**config.mk**
```make
export PLATFORM = sky130hd
export DESIGN_NAME = multilevel_queue_scheduler
export DESIGN_NICKNAME = d
export VERILOG_FILES = /design/src/sv/mlqs_pkg.sv /design/src/sv/multilevel_queue_scheduler.sv /design/src/sv/mlqs_front.sv /design/src/sv/mlqs_back.sv
export SDC_FILE = /design/constraint.sdc
export NUM_CORES = 2
export LEC_CHECK = 0
export BUFFER_PORTS_ARGS = -buffer_cell sky130_fd_sc_hd__clkbuf_2
export CAP_MARGIN = 10
export CORE_MARGIN = 1.5
export CORE_UTILIZATION = 50
export DETAILED_ROUTE_END_ITERATION = 8
export PLACE_DENSITY_LB_ADDON = 0.08
export RECOVER_POWER = 50
export SETUP_SLACK_MARGIN = 0.2
export SYNTH_ARGS = -nofsm -noshare
export SYNTH_HDL_FRONTEND = slang
export SYNTH_HIERARCHICAL = 1
export SYNTH_SLANG_ARGS = --single-unit
```
**constraint.sdc**
```tcl
create_clock -name clk_i -period 4.6 [get_ports clk_i]
set_input_delay 0.92 -clock clk_i [delete_from_list [all_inputs] [get_ports clk_i]]
set_output_delay 0.92 -clock clk_i [all_outputs]
set_load 0.01 [all_outputs]
```
**src/sv/mlqs_pkg.sv**
```systemverilog
package mlqs_pkg;

  localparam int unsigned LEVELS       = 8;
  localparam int unsigned LVL_BITS     = 3;
  localparam int unsigned PID_BITS     = 16;
  localparam int unsigned CFG_BITS     = 4;
  localparam int unsigned CAPACITY_DEF = 64;

  typedef enum logic [2:0] {
    REQ_ADD      = 3'd0,
    REQ_EXEC     = 3'd1,
    REQ_MOVE     = 3'd2,
    REQ_END_HEAD = 3'd3,
    REQ_END_PID  = 3'd4
  } req_code_e;

  typedef enum logic [2:0] {
    ST_OK        = 3'd0,
    ST_NO_LEVEL  = 3'd1,
    ST_NOT_FOUND = 3'd2,
    ST_EMPTY     = 3'd3,
    ST_FULL      = 3'd4
  } status_e;

  typedef enum logic [3:0] {
    S_IDLE,
    S_DISP,
    S_ALLOC_RD,
    S_APPEND,
    S_SCAN,
    S_POP_RD,
    S_POP,
    S_WLVL,
    S_WTEST,
    S_WRD,
    S_WCHK,
    S_UNLINK,
    S_DONE
  } state_e;

  typedef struct packed {
    logic [2:0]          req_type;
    logic [PID_BITS-1:0] pid;
    logic [LVL_BITS-1:0] priority_req;
  } req_t;

  typedef struct packed {
    status_e             status;
    logic [PID_BITS-1:0] pid_out;
    logic [LVL_BITS-1:0] from_level;
    logic [LVL_BITS-1:0] to_level;
  } rsp_t;

endpackage

```
**src/sv/multilevel_queue_scheduler.sv**
```systemverilog
// Move / end pid walk each level's linked list over the slot memory
// (one registered read per visited entry).
// One transaction at a time in the engine; a 2-entry request
// queue and a result register decouple both sides.
// Reset: counts and pointers cleared, levels_in_use = 8; no clearing pass.
module multilevel_queue_scheduler #(
  parameter int unsigned CAPACITY = mlqs_pkg::CAPACITY_DEF
) (
  input  logic                          clk_i,
  input  logic                          rst_ni,
  input  logic                          push,
  output logic                          full,
  input  mlqs_pkg::req_t                req_i,
  output logic                          empty,
  input  logic                          pop,
  output mlqs_pkg::rsp_t                rsp_o,
  input  logic                          cfg_we_i,
  input  logic [mlqs_pkg::CFG_BITS-1:0] cfg_wdata_i
);
  import mlqs_pkg::*;

  logic [CFG_BITS-1:0] levels_q;
  logic                req_valid, req_take, rsp_valid;
  req_t                req;

  always_ff @(posedge clk_i or negedge rst_ni) begin
    if (!rst_ni) begin
      levels_q <= CFG_BITS'(LEVELS);
    end else if (cfg_we_i) begin
      levels_q <= cfg_wdata_i;
    end
  end

  mlqs_front u_front (
    .clk_i       (clk_i),
    .rst_ni      (rst_ni),
    .push_i      (push),
    .req_i       (req_i),
    .full_o      (full),
    .req_valid_o (req_valid),
    .req_o       (req),
    .req_take_i  (req_take)
  );

  mlqs_back #(.CAPACITY(CAPACITY)) u_back (
    .clk_i       (clk_i),
    .rst_ni      (rst_ni),
    .levels_i    (levels_q),
    .req_valid_i (req_valid),
    .req_i       (req),
    .req_take_o  (req_take),
    .rsp_valid_o (rsp_valid),
    .rsp_o       (rsp_o),
    .rsp_pop_i   (pop)
  );

  assign empty = !rsp_valid;

endmodule

```
**src/sv/mlqs_front.sv**
```systemverilog
module mlqs_front (
  input  logic          clk_i,
  input  logic          rst_ni,
  input  logic          push_i,
  input  mlqs_pkg::req_t req_i,
  output logic          full_o,
  output logic          req_valid_o,
  output mlqs_pkg::req_t req_o,
  input  logic          req_take_i
);
  import mlqs_pkg::*;

  req_t       buf_q [2];
  logic       wr_ptr_q, rd_ptr_q;
  logic [1:0] cnt_q;
  logic       do_push, do_pop;

  assign full_o      = (cnt_q == 2'd2);
  assign req_valid_o = (cnt_q != 2'd0);
  assign req_o       = buf_q[rd_ptr_q];
  assign do_push     = push_i && !full_o;
  assign do_pop      = req_take_i && req_valid_o;

  always_ff @(posedge clk_i) begin
    if (do_push) begin
      buf_q[wr_ptr_q] <= req_i;
    end
  end

  always_ff @(posedge clk_i or negedge rst_ni) begin
    if (!rst_ni) begin
      wr_ptr_q <= 1'b0;
      rd_ptr_q <= 1'b0;
      cnt_q    <= 2'd0;
    end else begin
      if (do_push) begin
        wr_ptr_q <= ~wr_ptr_q;
      end
      if (do_pop) begin
        rd_ptr_q <= ~rd_ptr_q;
      end
      cnt_q <= cnt_q + {1'b0, do_push} - {1'b0, do_pop};
    end
  end

endmodule

```
**src/sv/mlqs_back.sv**
```systemverilog
module mlqs_back #(
  parameter int unsigned CAPACITY = mlqs_pkg::CAPACITY_DEF
) (
  input  logic                          clk_i,
  input  logic                          rst_ni,
  input  logic [mlqs_pkg::CFG_BITS-1:0] levels_i,
  input  logic                          req_valid_i,
  input  mlqs_pkg::req_t                req_i,
  output logic                          req_take_o,
  output logic                          rsp_valid_o,
  output mlqs_pkg::rsp_t                rsp_o,
  input  logic                          rsp_pop_i
);
  import mlqs_pkg::*;

  localparam int unsigned CW = (CAPACITY > 1) ? $clog2(CAPACITY) : 1;
  localparam int unsigned NW = $clog2(CAPACITY + 1);
  localparam logic [NW-1:0] CAP_N = NW'(CAPACITY);

  logic [PID_BITS-1:0] pid_mem  [CAPACITY];
  logic [CW-1:0]       nxt_mem  [CAPACITY];
  logic [CW-1:0]       fstk_mem [CAPACITY];

  logic [CW-1:0]       head_q [LEVELS];
  logic [CW-1:0]       tail_q [LEVELS];
  logic [NW-1:0]       cnt_q  [LEVELS];

  state_e              state_q, state_d;
  req_t                cur_q;
  logic [LVL_BITS-1:0] lvl_q, from_q, to_q;
  logic [CW-1:0]       slot_q, prev_q;
  logic                hp_q;
  logic [NW-1:0]       k_q, fresh_q, fcnt_q;
  status_e             st_q;
  logic [PID_BITS-1:0] pout_q, pid_rd_q;
  logic [CW-1:0]       nxt_rd_q, fstk_rd_q;
  rsp_t                rsp_q;
  logic                rsp_valid_q;

  req_code_e           op;
  logic [CFG_BITS-1:0] n_eff;
  logic [LVL_BITS-1:0] last_lvl, pri, lvl_dn;
  logic                pri_bad, match, lvl_empty, done_fire;
  logic                nxt_we, pid_we, fstk_we;
  logic [CW-1:0]       nxt_wa, nxt_wd;

  assign op        = req_code_e'(cur_q.req_type);
  assign pri       = cur_q.priority_req;
  assign n_eff     = (levels_i == '0) ? CFG_BITS'(1) :
                     (levels_i > CFG_BITS'(LEVELS)) ? CFG_BITS'(LEVELS) : levels_i;
  assign last_lvl  = LVL_BITS'(n_eff - CFG_BITS'(1));
  assign pri_bad   = ({1'b0, pri} >= n_eff);
  assign match     = (pid_rd_q == cur_q.pid);
  assign lvl_empty = (cnt_q[lvl_q] == '0);
  assign lvl_dn    = (lvl_q != '0) ? lvl_q - 1'b1 : '0;
  assign done_fire = (state_q == S_DONE) && (!rsp_valid_q || rsp_pop_i);

  assign req_take_o  = (state_q == S_IDLE);
  assign rsp_valid_o = rsp_valid_q;
  assign rsp_o       = rsp_q;

  always_comb begin
    nxt_we  = 1'b0;
    nxt_wa  = prev_q;
    nxt_wd  = nxt_rd_q;
    pid_we  = 1'b0;
    fstk_we = 1'b0;
    case (state_q)
      S_APPEND: begin
        nxt_we = !lvl_empty;
        nxt_wa = tail_q[lvl_q];
        nxt_wd = slot_q;
        pid_we = (op == REQ_ADD);
      end
      S_POP:    fstk_we = (op == REQ_END_HEAD);
      S_UNLINK: begin
        nxt_we  = hp_q;
        fstk_we = (op == REQ_END_PID);
      end
      default: ;
    endcase
  end

  always_ff @(posedge clk_i) begin
    if (pid_we) begin
      pid_mem[slot_q] <= cur_q.pid;
    end
    if (nxt_we) begin
      nxt_mem[nxt_wa] <= nxt_wd;
    end
    if (fstk_we) begin
      fstk_mem[fcnt_q[CW-1:0]] <= slot_q;
    end
    pid_rd_q  <= pid_mem[slot_q];
    nxt_rd_q  <= nxt_mem[slot_q];
    fstk_rd_q <= fstk_mem[CW'(fcnt_q - NW'(1))];
  end

  always_comb begin
    state_d = state_q;
    case (state_q)
      S_IDLE: begin
        if (req_valid_i) state_d = S_DISP;
      end
      S_DISP: begin
        case (op)
          REQ_ADD: begin
            if (pri_bad)               state_d = S_DONE;
            else if (fresh_q != CAP_N) state_d = S_APPEND;
            else if (fcnt_q != '0)     state_d = S_ALLOC_RD;
            else                       state_d = S_DONE;
          end
          REQ_EXEC, REQ_END_HEAD: state_d = S_SCAN;
          REQ_MOVE, REQ_END_PID:  state_d = S_WLVL;
          default:                state_d = S_DONE;
        endcase
      end
      S_ALLOC_RD: state_d = S_APPEND;
      S_APPEND:   state_d = S_DONE;
      S_SCAN: begin
        if (!lvl_empty)          state_d = S_POP_RD;
        else if (lvl_q == '0)    state_d = S_DONE;
      end
      S_POP_RD: state_d = S_POP;
      S_POP:    state_d = (op == REQ_EXEC) ? S_APPEND : S_DONE;
      S_WLVL:   state_d = S_WTEST;
      S_WTEST: begin
        if (k_q == cnt_q[lvl_q]) state_d = (lvl_q == last_lvl) ? S_DONE : S_WLVL;
        else                     state_d = S_WRD;
      end
      S_WRD:    state_d = S_WCHK;
      S_WCHK: begin
        if (!match)                         state_d = S_WTEST;
        else if (op == REQ_MOVE && pri_bad) state_d = S_DONE;
        else                                state_d = S_UNLINK;
      end
      S_UNLINK: state_d = (op == REQ_MOVE) ? S_APPEND : S_DONE;
      S_DONE: begin
        if (done_fire) state_d = S_IDLE;
      end
      default:  state_d = S_IDLE;
    endcase
  end

  always_ff @(posedge clk_i) begin
    case (state_q)
      S_IDLE: begin
        if (req_valid_i) cur_q <= req_i;
      end
      S_DISP: begin
        from_q <= '0;
        case (op)
          REQ_ADD: begin
            pout_q <= cur_q.pid;
            if (pri_bad) begin
              st_q <= ST_NO_LEVEL;
              to_q <= '0;
            end else if (fresh_q != CAP_N) begin
              st_q   <= ST_OK;
              slot_q <= fresh_q[CW-1:0];
              lvl_q  <= pri;
              to_q   <= pri;
            end else if (fcnt_q != '0) begin
              st_q  <= ST_OK;
              lvl_q <= pri;
              to_q  <= pri;
            end else begin
              st_q <= ST_FULL;
              to_q <= '0;
            end
          end
          REQ_EXEC, REQ_END_HEAD: begin
            st_q   <= ST_OK;
            to_q   <= '0;
            lvl_q  <= last_lvl;
            pout_q <= '0;
          end
          REQ_MOVE, REQ_END_PID: begin
            st_q   <= ST_OK;
            to_q   <= '0;
            lvl_q  <= '0;
            pout_q <= cur_q.pid;
          end
          default: begin
            st_q   <= ST_OK;
            to_q   <= '0;
            pout_q <= '0;
          end
        endcase
      end
      S_ALLOC_RD: slot_q <= fstk_rd_q;
      S_APPEND: begin
        if (lvl_empty) head_q[lvl_q] <= slot_q;
        tail_q[lvl_q] <= slot_q;
      end
      S_SCAN: begin
        if (!lvl_empty) begin
          slot_q <= head_q[lvl_q];
          from_q <= lvl_q;
        end else if (lvl_q == '0) begin
          st_q <= ST_EMPTY;
        end else begin
          lvl_q <= lvl_q - 1'b1;
        end
      end
      S_POP: begin
        pout_q        <= pid_rd_q;
        head_q[lvl_q] <= nxt_rd_q;
        if (op == REQ_EXEC) begin
          lvl_q <= lvl_dn;
          to_q  <= lvl_dn;
        end
      end
      S_WLVL: begin
        slot_q <= head_q[lvl_q];
        k_q    <= '0;
        hp_q   <= 1'b0;
      end
      S_WTEST: begin
        if (k_q == cnt_q[lvl_q]) begin
          if (lvl_q == last_lvl) st_q <= ST_NOT_FOUND;
          else                   lvl_q <= lvl_q + 1'b1;
        end
      end
      S_WCHK: begin
        if (match) begin
          if (op == REQ_MOVE && pri_bad) st_q <= ST_NO_LEVEL;
          else                           from_q <= lvl_q;
        end else begin
          prev_q <= slot_q;
          hp_q   <= 1'b1;
          slot_q <= nxt_rd_q;
          k_q    <= k_q + NW'(1);
        end
      end
      S_UNLINK: begin
        if (!hp_q) begin
          head_q[lvl_q] <= nxt_rd_q;
        end else if (tail_q[lvl_q] == slot_q) begin
          tail_q[lvl_q] <= prev_q;
        end
        if (op == REQ_MOVE) begin
          lvl_q <= pri;
          to_q  <= pri;
        end
      end
      S_DONE: begin
        if (done_fire) rsp_q <= '{status: st_q, pid_out: pout_q,
                                  from_level: from_q, to_level: to_q};
      end
      default: ;
    endcase
  end

  always_ff @(posedge clk_i or negedge rst_ni) begin
    if (!rst_ni) begin
      state_q     <= S_IDLE;
      fresh_q     <= '0;
      fcnt_q      <= '0;
      rsp_valid_q <= 1'b0;
      for (int i = 0; i < LEVELS; i++) begin
        cnt_q[i] <= '0;
      end
    end else begin
      state_q     <= state_d;
      rsp_valid_q <= (rsp_valid_q && !rsp_pop_i) || done_fire;
      case (state_q)
        S_DISP: begin
          if (op == REQ_ADD && !pri_bad) begin
            if (fresh_q != CAP_N)  fresh_q <= fresh_q + NW'(1);
            else if (fcnt_q != '0) fcnt_q  <= fcnt_q - NW'(1);
          end
        end
        S_APPEND: cnt_q[lvl_q] <= cnt_q[lvl_q] + NW'(1);
        S_POP: begin
          cnt_q[lvl_q] <= cnt_q[lvl_q] - NW'(1);
          if (op == REQ_END_HEAD) fcnt_q <= fcnt_q + NW'(1);
        end
        S_UNLINK: begin
          cnt_q[lvl_q] <= cnt_q[lvl_q] - NW'(1);
          if (op == REQ_END_PID) fcnt_q <= fcnt_q + NW'(1);
        end
        default: ;
      endcase
    end
  end

  a_free_le_fresh: assert property (@(posedge clk_i) disable iff (!rst_ni)
    fcnt_q <= fresh_q) else $error("free stack deeper than allocated slots");

  a_fresh_bound: assert property (@(posedge clk_i) disable iff (!rst_ni)
    fresh_q <= CAP_N) else $error("fresh slot counter overflow");

  a_append_room: assert property (@(posedge clk_i) disable iff (!rst_ni)
    state_q == S_APPEND |-> cnt_q[lvl_q] != CAP_N) else $error("level count overflow");

  a_done_result: assert property (@(posedge clk_i) disable iff (!rst_ni)
    done_fire |=> rsp_valid_q && state_q == S_IDLE) else $error("result lost");

endmodule
```
Word level (Yosys, flattened, before mapping)
Memories as Yosys holds them, arrays and structs flattened. A register that Yosys moved wholly into a read port is not among the register bits.
Index checks and enable logic that the tools add are counted.
- $lt $le $gt $ge: 4
- muxes and demuxes: 107
- equal/unequal tests: 49
- reductions and logical operators: 46
- add/subtract/negate cells: 11
- bitwise gates (word level): 7
- operators with widths (cell ; number):
    $bwmux W56 ; 2
    $pmux W56 S2 ; 1
    $mux W3 ; 30
    $mux W7 ; 9
    $mux W6 ; 10
    $mux W4 ; 14
    $pmux W4 S13 ; 1
    $ne A2 B1 Y1 const B ; 16
    $pmux W16 S2 ; 1
    $pmux W6 S5 ; 1
    $add A7 B1 Y7 const B ; 4
    $pmux W3 S3 ; 3
    $mux W1 ; 24
    $bmux W7 S3 ; 1
    $demux W7 S3 ; 1
    $pmux W7 S3 ; 1
    $eq A4 B4 Y1 const B ; 5
    $eq A16 B16 Y1 ; 1
    $eq A4 B3 Y1 const B ; 4
    $mux W16 ; 1
    $pmux W3 S5 ; 1
    $ne A2 B2 Y1 const B ; 7
    $pmux W7 S2 ; 1
    $sub A7 B1 Y7 const B ; 2
    46 further kinds ; 83
- memories kept: 6
- input port bits: 31
- bits in writable memories: 1932
- output and inout port bits: 27
- flip-flop bits (word level): 156
- memory list (memory ; words ; bits a word ; rd ports ; clocked after memory_dff ; wr ports ; line ; text):
    u_back.pid_mem ; 64 ; 16 ; 1 ; 1 ; 1 ; mlqs_back.sv:20 ; logic [PID_BITS-1:0] pid_mem [CAPACITY];
    u_back.fstk_mem ; 64 ; 6 ; 1 ; 1 ; 1 ; mlqs_back.sv:22 ; logic [CW-1:0] fstk_mem [CAPACITY];
    u_back.nxt_mem ; 64 ; 6 ; 1 ; 1 ; 1 ; mlqs_back.sv:21 ; logic [CW-1:0] nxt_mem [CAPACITY];
    u_back.head_q ; 8 ; 6 ; 1 ; 1 ; 1 ; mlqs_back.sv:24 ; logic [CW-1:0] head_q [LEVELS];
    u_back.tail_q ; 8 ; 6 ; 1 ; 1 ; 1 ; mlqs_back.sv:25 ; logic [CW-1:0] tail_q [LEVELS];
    u_front.buf_q ; 2 ; 22 ; 1 ; 1 ; 1 ; mlqs_front.sv:13 ; req_t buf_q [2];

Depth between registers and ports, before layout
- depth in word-level cells: 10
- mapped depth: 12

Modules after synthesis
Netlist, hierarchy kept.
- by module, submodules not included (module ; cells an instance ; instances ; area an instance (um^2)):
    mlqs_back ; 4351 ; 1 ; 78801.8
    mlqs_front ; 86 ; 1 ; 1868.0
    multilevel_queue_scheduler ; 9 ; 1 ; 150.1

Worst setup path before layout
OpenSTA, ideal clock, no wires.
- kind: reg2reg
- from: register u_back.slot_q[0]
- to: memory u_back.pid_mem[17][0] (enable)
- buffers on the path: 4
- arrival time: 3699 ps
- clock period less this slack: 4087 ps
- required time: 4212 ps
- stages on the path, launching flop included: 8
- slack: 513 ps
- cells stage by stage: edfxtp_1 -> clkbuf_1 -> nor3b_1 -> clkbuf_1 -> buf_1 -> buf_1 -> nand2_1 -> nor2_1
- RTL lines (what ; line ; text):
    from (decl) ; mlqs_back.sv:31 ; logic [CW-1:0] slot_q, prev_q;
    from (signal assigned) ; mlqs_back.sv:160 ; slot_q <= fresh_q[CW-1:0];
    from (signal assigned) ; mlqs_back.sv:191 ; S_ALLOC_RD: slot_q <= fstk_rd_q;
    from (signal assigned) ; mlqs_back.sv:198 ; slot_q <= head_q[lvl_q];
    to (decl) ; mlqs_back.sv:20 ;
No word-level cell before the write port.

Worst setup path after layout
- from: register u_back.state_q[2]
- to: memory u_back.pid_mem[31][9] (enable)
- cells in the longest elaborated chain, start to end: 4
- RTL lines (what ; line ; text):
    from (decl) ; mlqs_back.sv:28 ; state_e state_q, state_d;
    from (signal assigned) ; mlqs_back.sv:265 ; state_q <= state_d;
    $eq A4 B2 Y1 ; mlqs_back.sv:68 ; case (state_q)
    $mux W1 ; mlqs_back.sv:68 ;
    $mux W1 ; mlqs_back.sv:85 ; if (pid_we) begin
    $mux W1 (implied by the code) ; mlqs_back.sv:86 ; pid_mem[slot_q] <= cur_q.pid;
No other way between the ends.

==> metrics.csv <==
stage,metric,value,unit
status,status,finished with violations,
status,failing checks,"capacitance limit, slew limit",
floorplanning,chip height,405,um
power,power consumption,58.5,mW
logic_synthesis,Post-synth top flop,edfxtp_1,
logic_synthesis,Synth Area in Adders,0.00279,
grt,total gr overflow,0,
drt,WL per Instance,30.4,um
drt,DRT iter0 DRCs,5509,
sta,f_max,240,MHz
sta,Slew Limit Fails,1592,
sta,RSZ-0062 raised after global routing,no,
logic_synthesis,fraction of registers with async set/reset,0.0388,
clock_tree,clock root cell,clkbuf_16,
floorplanning,num rows,147,
worst_setup_path,"Req. time, crit path",5.12,ns
drt,drt first pass iters,6,
sta,setup violators final,0,
worst_setup_path,Startpoint Class,flop,
logic_synthesis,Post-Syn Area,80800,um^2
drt,DR DRC count,0,
clock_tree,CTS buffer count,213,
sta,Slew headroom,-1.49,
worst_setup_path,Critical Path AT,4.70,ns
logic_synthesis,post-synth cell types,80,
sta,Final TNS setup,0,ns
sta,minimum clock period after layout,4.17,ns
logic_synthesis,Synth Instances,4446,
grt,wire length of the first global-routing pass,309000,um
grt,vias in the first global route,42941,
logic_synthesis,sequential-to-total area share from yosys stat,0.787,
logic_synthesis,"EDFF count, synth",2027,
power,VDD IR max,485,uV
floorplanning,# IOs,58,
floorplanning,core footprint,161000,um^2
layout,fraction of layout cells with a size suffix above 1,0.161,
place,Place WS,0.845,ns
clock_tree,Num Clock Sinks,2141,
floorplanning,DIE WIDTH,405,um
layout,final net count,4744,
worst_setup_path,Slowest cell on crit path,nand2_1,
sta,hold_ws,0.165,ns
layout,n_diodes,0,
drt,vias per inst,6.33,
sta,final period utilization,0.907,
logic_synthesis,Synth area leaders,"edfxtp_1 (75%), mux4_2 (4.5%), a22oi_1 (3.9%), dfrtp_1 (2.5%), a22o_1 (1.7%)",
place,placed instance area,85200,um^2
logic_synthesis,most frequent cell after synthesis,edfxtp_1,
run,Max-Cap Viols,25,
clock_tree,CTS tree,built,
logic_synthesis,Syn. warnings,6,
place,GP Congestion,0.844,
worst_setup_path,CP max stage delay,0.76,ns
worst_setup_path,crit-path cells,nor2_1 -> nand3_1 -> clkbuf_1 -> nor2_1 -> clkbuf_1 -> nand2_1 -> nor2_2 -> buf_4,
hold_path,worst min path class,primary input to async pin,
sta,clock skew,0.0609,ns
layout,Post-Route Utilization,0.572,
power,static leakage,28.8,nW
logic_synthesis,complex-gate fraction of the synthesized area,0.0971,
clock_tree,Skew-Pair Late Insertion Delay,0.86,ns
logic_synthesis,#FFs+latches synth,2141,
place,Buffers on Ports,57,
logic_synthesis,largest family of logic cells by synthesized area,compound AO/OA/AOI/OAI gates,
clock_tree,CTS clock-pin slew for the worst setup and hold paths,0.06,ns
drt,Antenna Nets Post-Route,0,
clock_tree,Clock Tree Buf Depth,3,
floorplanning,die area,164000,um^2
clock_tree,H-Tree Depth,4,
floorplanning,Initial Util,0.503,
grt,Tot GR Track Use,0.260,
place,placed cell count,6640,
worst_setup_path,CP max FO,17,
drt,Post-Route WL,214000,um
worst_setup_path,WS Path Type,flop to flop,
place,Post-DP HPWL,127000,um
clock_tree,post-CTS resize count,0,
layout,"Design Area, Final",91800,um^2
logic_synthesis,Mean Syn Cell Area,18.2,um^2
grt,initial antenna violation count,6,
logic_synthesis,mux contribution to synthesized area,0.0556,
layout,Syn-to-layout area delta,13.6,%
logic_synthesis,simple-gate share of the synthesized area,0.0367,
logic_synthesis,top cell type's share of synthesized area,0.753,
clock_tree,"Hold-fix buffers, CTS",0,
worst_setup_path,Crit. End Element,flop,
power,Pwr Density,638,nW/um^2
logic_synthesis,Synth Net Count,4495,
layout,"Cell Count, Final, Fillers Out",7040,
sta,setup ws final,0.429,ns
drt,via count,44556,
sta,worst slew pin tran,3.74,ns
clock_tree,postcts setup bufs,0,
sta,final hold violations,0,
logic_synthesis,post-synthesis xor/xnor area fraction,0.00714,
logic_synthesis,Synth area leader,edfxtp_1,
logic_synthesis,Post-synth top cells,"edfxtp_1 (2027), a22oi_1 (419), nor2_1 (262)",
grt,largest net degree at the start of global routing,102,
path summary, 6_finish.rpt:
path,depth (start not counted),to,startpoint,slack [ns]
hold / removal,1,u_back/cnt_q[38],rst_ni,0.17
hold reg to reg,0,u_back/rsp_o[14],u_back/pout_q[8],0.41
setup reg to reg,8,u_back/pid_mem[31][9],u_back/state_q[2],0.43
min in group clk_i,1,u_front/buf_q[1][0],req_i[0],0.28
max in group asynchronous,2,u_back/state_q[0],rst_ni,2.70
setup / recovery,8,u_back/pid_mem[31][9],u_back/state_q[2],0.43
metal layers:
layer,wire [um],share of wire,global-route usage
met1,95000,0.44,0.400
met2,97600,0.46,0.392
met4,5040,0.024,0.0693
met3,16300,0.076,0.0356
met5,0,0,0
critical path, delay by kind of cell, from the launching register on:
family | cells | cell delay [ns]
and+or+nand+nor | 5 | 1.81
buffers and inverters | 3 | 1.48
DFF | 1 | 0.55
registers in the layout (all words and copies together) (netlist names), 6 cells and up, named ones only:
name and count:
u_front/buf_q 44, u_back/pout_q 16, u_back/fcnt_q 7, u_back/rsp_o 25, u_back/fresh_q 7, u_back/pid_mem 1024
u_back/fstk_mem 384, u_back/fstk_rd_q 6, u_back/k_q 7, u_back/head_q 48, u_back/prev_q 6, u_back/cur_q 16
u_back/pid_rd_q 16, u_back/cnt_q 56, u_back/nxt_rd_q 6, u_back/tail_q 48, u_back/nxt_mem 384, u_back/slot_q 6
placed cells by master (no fill, tap or decap), drive strengths merged, types with 7 or more instances in the layout:
cell type / instances
nand3: 43
buf: 202
a21oi: 67
edfxtp: 2027
dfxtp: 31
clkbuf: 370
nand2: 157
ha: 18
o21ai: 76
nand3b: 7
nor3: 27
a22o: 161
a22oi: 419
dfrtp: 82
nor2: 262
xnor2: 43
and2: 7
nor2b: 14
inv: 29
mux4: 163
xor2: 22
nand4: 49
clkinv: 107
bufinv: 17
nor4: 27
mux2i: 20
nand2b: 12
mux2: 43
a221oi: 146
a31oi: 139
area by class of cell:
type,count,area [um^2]
clock buffer,269,5640
clock inverter,131,1270
fill,12215,68800
inverter,25,93.8
multi-input combinational,2011,16300
sequential,2141,63600
tap,2160,2700
timing repair buffer,303,2220
report_power, final:
group	internal, mW	switching (mW)
combinational	5.39	10.6
sequential	24.6	0.872
clock	9.67	7.41
cells by family (layout without fill, tap and decap cells):
group	count (synthesis)	in the layout
multiplexers	226	226
flip-flops	2141	2141
AND/OR/NAND/NOR	644	644
buffers and inverters	294	728
XOR/XNOR	65	65
AO/OA/AOI/OAI	1058	1058
adder cells (fa/ha/maj)	18	18
Note: power is estimated with default switching activity, not from simulation.
